## src/design/gtf_pkg.sv

```systemverilog
`timescale 1ns / 1ps
package gtf_pkg;

  localparam int ELEM_W      = 12;
  localparam int TEAM_ID_W   = 6;
  localparam int OP_W        = 2;
  localparam int STATUS_W    = 3;

  localparam int DEF_ELEMENTS = 4096;
  localparam int DEF_TEAMS    = 64;
  localparam int DEF_CAPACITY = 1024;

  typedef enum logic [OP_W-1:0] {
    OP_ASSIGN  = 2'd0,
    OP_ENQUEUE = 2'd1,
    OP_DEQUEUE = 2'd2,
    OP_CLEAR   = 2'd3
  } opcode_t;

  typedef enum logic [STATUS_W-1:0] {
    ST_DONE       = 3'd0,
    ST_DEQUEUED   = 3'd1,
    ST_EMPTY      = 3'd2,
    ST_FULL       = 3'd3,
    ST_UNASSIGNED = 3'd4
  } status_t;

  typedef enum logic [3:0] {
    S_INIT,
    S_IDLE,
    S_ASSIGN,
    S_ENQ_LOOK,
    S_ENQ_TAKE,
    S_ENQ_LINK,
    S_DEQ_CHECK,
    S_DEQ_TEAM,
    S_DEQ_SLOT,
    S_DEQ_DONE,
    S_CLEAR,
    S_OUT
  } state_t;

  typedef struct packed {
    logic    latch_in;
    logic    assign_wr;
    logic    enq_take;
    logic    enq_link;
    logic    deq_team;
    logic    deq_slot;
    logic    deq_done;
    logic    sweep_step;
    logic    res_load;
    status_t res_code;
    logic    load_out;
  } gtf_cmd_t;

  typedef struct packed {
    logic enq_unassigned;
    logic enq_full;
    logic team_busy;
    logic order_empty;
    logic sweep_last;
    logic out_busy;
  } gtf_sts_t;

endpackage

```

## src/design/gtf_ctrl.sv

```systemverilog
`timescale 1ns / 1ps
module gtf_ctrl import gtf_pkg::*; (
  input  logic     clk,
  input  logic     rst,
  input  logic     in_valid,
  input  opcode_t  op,
  input  gtf_sts_t sts,
  output logic     in_stall,
  output gtf_cmd_t cmd
);

  state_t state, state_next;

  always_ff @(posedge clk) begin
    if (rst) begin
      state <= S_INIT;
    end else begin
      state <= state_next;
    end
  end

  always_comb begin
    state_next = state;
    cmd        = '0;
    cmd.res_code = ST_DONE;
    in_stall   = (state != S_IDLE);
    unique case (state)
      S_INIT: begin
        cmd.sweep_step = 1'b1;
        if (sts.sweep_last) state_next = S_IDLE;
      end
      S_IDLE: begin
        if (in_valid) begin
          cmd.latch_in = 1'b1;
          unique case (op)
            OP_ASSIGN:  state_next = S_ASSIGN;
            OP_ENQUEUE: state_next = S_ENQ_LOOK;
            OP_DEQUEUE: state_next = S_DEQ_CHECK;
            OP_CLEAR:   state_next = S_CLEAR;
            default:    state_next = S_IDLE;
          endcase
        end
      end
      S_ASSIGN: begin
        cmd.assign_wr = 1'b1;
        cmd.res_load  = 1'b1;
        state_next    = S_OUT;
      end
      S_ENQ_LOOK: state_next = S_ENQ_TAKE;
      S_ENQ_TAKE: begin
        cmd.enq_take = 1'b1;
        cmd.res_load = 1'b1;
        priority if (sts.enq_unassigned) begin
          cmd.res_code = ST_UNASSIGNED;
          state_next   = S_OUT;
        end else if (sts.enq_full) begin
          cmd.res_code = ST_FULL;
          state_next   = S_OUT;
        end else if (sts.team_busy) begin
          state_next = S_ENQ_LINK;
        end else begin
          state_next = S_OUT;
        end
      end
      S_ENQ_LINK: begin
        cmd.enq_link = 1'b1;
        state_next   = S_OUT;
      end
      S_DEQ_CHECK: begin
        if (sts.order_empty) begin
          cmd.res_load = 1'b1;
          cmd.res_code = ST_EMPTY;
          state_next   = S_OUT;
        end else begin
          state_next = S_DEQ_TEAM;
        end
      end
      S_DEQ_TEAM: begin
        cmd.deq_team = 1'b1;
        state_next   = S_DEQ_SLOT;
      end
      S_DEQ_SLOT: begin
        cmd.deq_slot = 1'b1;
        state_next   = S_DEQ_DONE;
      end
      S_DEQ_DONE: begin
        cmd.deq_done = 1'b1;
        cmd.res_load = 1'b1;
        cmd.res_code = ST_DEQUEUED;
        state_next   = S_OUT;
      end
      S_CLEAR: begin
        cmd.sweep_step = 1'b1;
        if (sts.sweep_last) begin
          cmd.res_load = 1'b1;
          state_next   = S_OUT;
        end
      end
      S_OUT: begin
        if (!sts.out_busy) begin
          cmd.load_out = 1'b1;
          state_next   = S_IDLE;
        end
      end
      default: state_next = S_INIT;
    endcase
  end

endmodule

```

## config.mk

```make
export PLATFORM = sky130hd
export DESIGN_NAME = gtf_ctrl
export DESIGN_NICKNAME = d
export VERILOG_FILES = /design/src/design/gtf_pkg.sv /design/src/design/gtf_ctrl.sv
export SDC_FILE = /design/constraint.sdc
export NUM_CORES = 1
export LEC_CHECK = 0
export ABC_AREA = 0
export BUFFER_PORTS_ARGS = -buffer_cell sky130_fd_sc_hd__buf_2
export CORE_AREA = 3 3 40 42
export DETAILED_ROUTE_END_ITERATION = 10
export DIE_AREA = 0 0 43 45
export PLACE_DENSITY = 0.78
export SLEW_MARGIN = 10
export SYNTH_ARGS = -nofsm -noshare
export SYNTH_HDL_FRONTEND = slang
export SYNTH_SLANG_ARGS = --single-unit
```

## constraint.sdc

```tcl
create_clock -name clk -period 3.5 [get_ports clk]
set_input_delay 0.35 -clock clk [delete_from_list [all_inputs] [get_ports clk]]
set_output_delay 0.35 -clock clk [all_outputs]
set_load 0.03 [all_outputs]
```

Word level (Yosys, flattened, before mapping). Index checks and enable logic that the tools add are counted. Widths: inputs -> output; s select.

Order comparisons: 0. Divide/modulo/power cells: 0. Bitwise operators: 0. Add/sub/neg operators: 0. Reductions and logical operators: 6. Equality and inequality tests: 19. Multiplexer cells: 27. $mul: 0. Shift operators: 0.

Operator list (number): $pmux 4 s10 (1); $mux 4 (9); $eq 4x3->1 const B (4); $eq 4x4->1 const B (4); $pmux 4 s4 (1); $mux 1 (12); $pmux 3 s3 (1); $eq 4x2->1 const B (2); $ne 2x2->1 const B (4); $reduce_or 3->1 (2); $eq 2x2->1 const B (2); $eq 4x1->1 const B (1); $logic_not 4->1 (1); $ne 4x1->1 const B (1); $reduce_and 4->1 (1); $mux 3 (1); $pmux 1 s3 (1); $eq 2x1->1 const B (1); $logic_not 2->1 (1); $mux 2 (1); $reduce_or 2->1 (1).

Register bits: 4. Input port bits: 11. ROM bits: 0. Latch bits: 0. Output and inout bits: 14. Memory bits (writable): 0. Logic and storage cells: 53. Memories: 0.

Longest topological paths before layout.
Word-level depth: 4. Mapped depth: 5. Depth with buffers taken out: 4.

Worst setup path after synthesis. No wires, ideal clock.

Kind: register to output. Start: register state[3]. End: output port cmd[3] (netlist bit). Path slack: 1316 ps. Required time: 3150 ps. Arrival: 1834 ps. Cell stages (with the launch flop): 5. Buffers on the path: 1. Cells stage by stage: dfxtp_1 buf_2 nand2b_1 nor3_1 and2_1.

RTL lines: from (decl) (line gtf_ctrl.sv:12) `state_t state, state_next;`; from (signal assigned) (line gtf_ctrl.sv:18) `state <= state_next;`; to (decl) (line gtf_ctrl.sv:9) `output gtf_cmd_t cmd`.

==> results.md <==
- Flip-flop count of the largest register, all copies and words added: 4
- Avg WL per Cell: 13.3 um
- Worst EP arrival: 1750 ps
- Maximum fanout encountered on the critical timing path: 15
- Worst setup skew after layout: ~0.64 ps
- Max Cap Violations: 0
- Number of pins exceeding their max-slew limit in the final report: 0
- Fraction of layout cells with a size suffix above 1: 35.2%
- Share of synthesized area occupied by flip-flops and latches: 16.5%
- Max Clk Rate: 0.476 GHz
- Worst path slowest cell: dfxtp_1
- Clock-pin slew reported for the worst setup and hold paths after clock tree synthesis: 40 ps
- Number of design-rule violations left by the first detailed-router iteration: 12
- Fraction of power consumed by the clock network: between 10% and 20%
- Reg-to-reg critical path startpoint: state[0]
- Critical path destination: cmd[1]
- Count of H-tree levels built during CTS: 1
- Insertion delay of the later-clocked pin in the worst-skew pair: 240 ps
- Largest delay contributor family on the critical path: simple AND/OR/NAND/NOR gates
- Area of the die: 1940 um^2
- Final Cycle Share: 60.0%
- I/O Pins: 25
- Capture point of the worst reg-to-reg path: state[3]
- Switching Fraction: 55.9%
- Type of origin of the critical path: flop
- DPL Wire Length: between 1 and 1.5 mm
- Register name with the most flops: state
- Worst rel slew slack: 59.5%
- Number of standard cells after synthesis: 69
- RD Place Congestion: 0.845
- Number of nets in the final layout: 104
- Biggest area contributors in the synthesized netlist: dfxtp_1 (17%), nor3_1 (7.2%), a21oi_1 (5.2%)
- Number of input and output port buffers inserted: 24
- Total number of placement rows: 13
- Registers with the most flip-flops: state (4)
- Number of buffers created by CTS: 3
- Chip Height: 45 um
- Data required, critical path: 3150 ps
- Endpoints failing setup: 0
- Post-route core utilization: ~48%
- Cells along the critical path: nand2b_1, nor4b_1, a21oi_1, nor2_1, buf_2
- Mean area per synthesized cell: 7.02 um^2
- Cell area after synthesis: 484 um^2
- CTS tree: done
- Setup total negative slack: 0 ps
- Post-layout min period: about 2100 ps
- Pin count of the biggest net entering global routing: 18
- Least-Margin Pin Slew: just over 600 ps
- Async SR Flop Fraction: 0%
- DRC: 0
- Power per standard cell area: 783 nW/um^2
- Total nets after synthesis: 80
- #FFs+latches synth: 4
- Signed area change from the synthesized netlist to the final layout: 27.1%
- Pint: between 0.0002 and 0.00025 W
- Area fraction of the dominant cell type after synthesis: 16.5%
- Number of sinks on the clock net: 4
- Per-cell via count in the routed design: about 5.6
- Maximum ir drop on the vdd rail: 0.287 mV
- Post-CTS setup buffer count: 0
- Path depth of the worst reg2reg path: 4
- Static leakage: 0.299 nW
- Vias after detailed routing: 590
- Combinational share of power: 62.9%
- Number of stages on the worst setup path: 5
- Root cell of the clock tree: clkbuf_4
- Path class of the lowest-slack min-delay path: primary input to flop
- Number of enable-type register cells in the synthesized netlist: 0
- DRT antenna net count: 0
- Final hold slack: 348 ps
- Post-layout instance count excluding filler cells: 106
- First-pass GRT wire length: about 2.1 mm
- Count of antenna diodes in the layout: 0
- Number of antenna violations at the first check in global routing: 0
- Global router's overall resource usage: 14.9%
- Area inside the core boundary: 1280 um^2
- Post-CTS resize count: 0
- Post-synthesis cell type with the largest combined area: dfxtp_1
- Unique cell type count in the Yosys netlist: 38
- Worst Setup Path Type: flop to output port
- Max clock buf depth: 2
- Dominant synthesized flop cell: dfxtp_1
- Critical Path Start: state[2]
- Setup repair after global routing missed its margin: no
- Number of global-route vias before repair: 479
- Cell total after placement: 103
- Stage delay of the slowest cell on the critical path: slightly below 600 ps
- Count of final hold-check violations: 0
- Sequential cell fraction of total power: 25.0%
- Commonest non-fill, non-tap cell in the layout: buf_2
- Commonest non-fill, non-tap cells in the layout: buf_2 (24), nor3_1 (7), nor2_1 (6), nand2_1 (5), a21oi_1 (5)
- CP Buf/Inv Count: 1
- Run status: complete, no violations
- Overall power consumption: around 0.00048 W
- Cts hold-fix bufs: 0
- Power dissipated by switching net loads: 0.000269 W
- Yosys warnings: 0
- Initial Utilization: 37.7%
- Pre-Repair DR Iteration Count: 4
- Slack of the worst reg-to-reg path: between 1500 and 2000 ps
- Final routed wirelength across all metal layers: about 1.4 mm
- Width of the die: 43 um
- CP Capture Type: output port
- Gr ovfl total: 0
[worst min-delay path by stage]
stage,startpoint,to,slack (ps),depth (start not counted)
after floorplan,rst,state[0],420,1
after global placement,rst,state[0],580,2
after detailed placement,rst,state[0],590,2
after CTS,rst,state[0],340,2
after global routing,rst,state[0],350,2
final,rst,state[0],350,2
[final cells by class]
| type | instances | area, um^2 |
|---|---|---|
| clock buffers | 3 | 22.5 |
| inverters | 3 | 11.3 |
| repair buffers | 24 | 120 |
| fillers | 134 | 669 |
| well taps | 15 | 18.8 |
| multi-input cells | 57 | 363 |
| flip-flops and latches | 4 | 80.1 |
[worst reg2reg max path, stage by stage, from the launching register on]
cell	delay [ps]
dfxtp_1	570
nor2b_1	330
o21ai_0	140
a221oi_1	480
o21ai_2	110
[per-stage QoR]
stage	setup slack (ps)	cell area, um^2
finish	1400	616
CTS	1400	616
floorplan	1320	484
global placement	1740	593
detailed placement	1660	593
global route	1250	616
[routing by layer]
layer | track usage [%] | vias to the layer above | share of wire, %
met5 | 0 | - | 0
met3 | 3.59 | 4 | 7.1
li1 | - | 297 | -
met1 | 19.0 | 265 | 44
met2 | 21.9 | 24 | 45
met4 | 10.8 | 0 | 3.0
[synth_stat cells (all sizes together) (2+ instances only)]
library cell and instances:
buf 4, nor2b 3, nand2b 2, dfxtp 4
a21oi 5, nor2 6, a21o 2, nor3 7
inv 3, nand2 5, o21ai 5
[cells by family (layout without fill, tap and decap cells)]
kind of cell | count (synthesis) | in the layout | synth area share, %
mux | 1 | 1 | 2.07
compound gates | 21 | 21 | 30.2
xor+xnor | 1 | 1 | 3.36
simple gates | 34 | 34 | 39.3
flops | 4 | 4 | 16.5
buf+inv | 8 | 30 | 8.53
[power by group through the flow]
stage / combinational (W) / sequential [W] / clock (W)
6_report: 0.000304 / 0.000121 / 0.0000580
5_1_grt: 0.000324 / 0.000125 / 0.0000641
4_1_cts: 0.000302 / 0.000119 / 0.0000590
3_5_place_dp: 0.000300 / 0.000120 / 0
3_3_place_gp: 0.000295 / 0.000116 / 0
2_1_floorplan: 0.000284 / 0.0000729 / 0
Note: power is estimated with default switching activity, not from simulation.
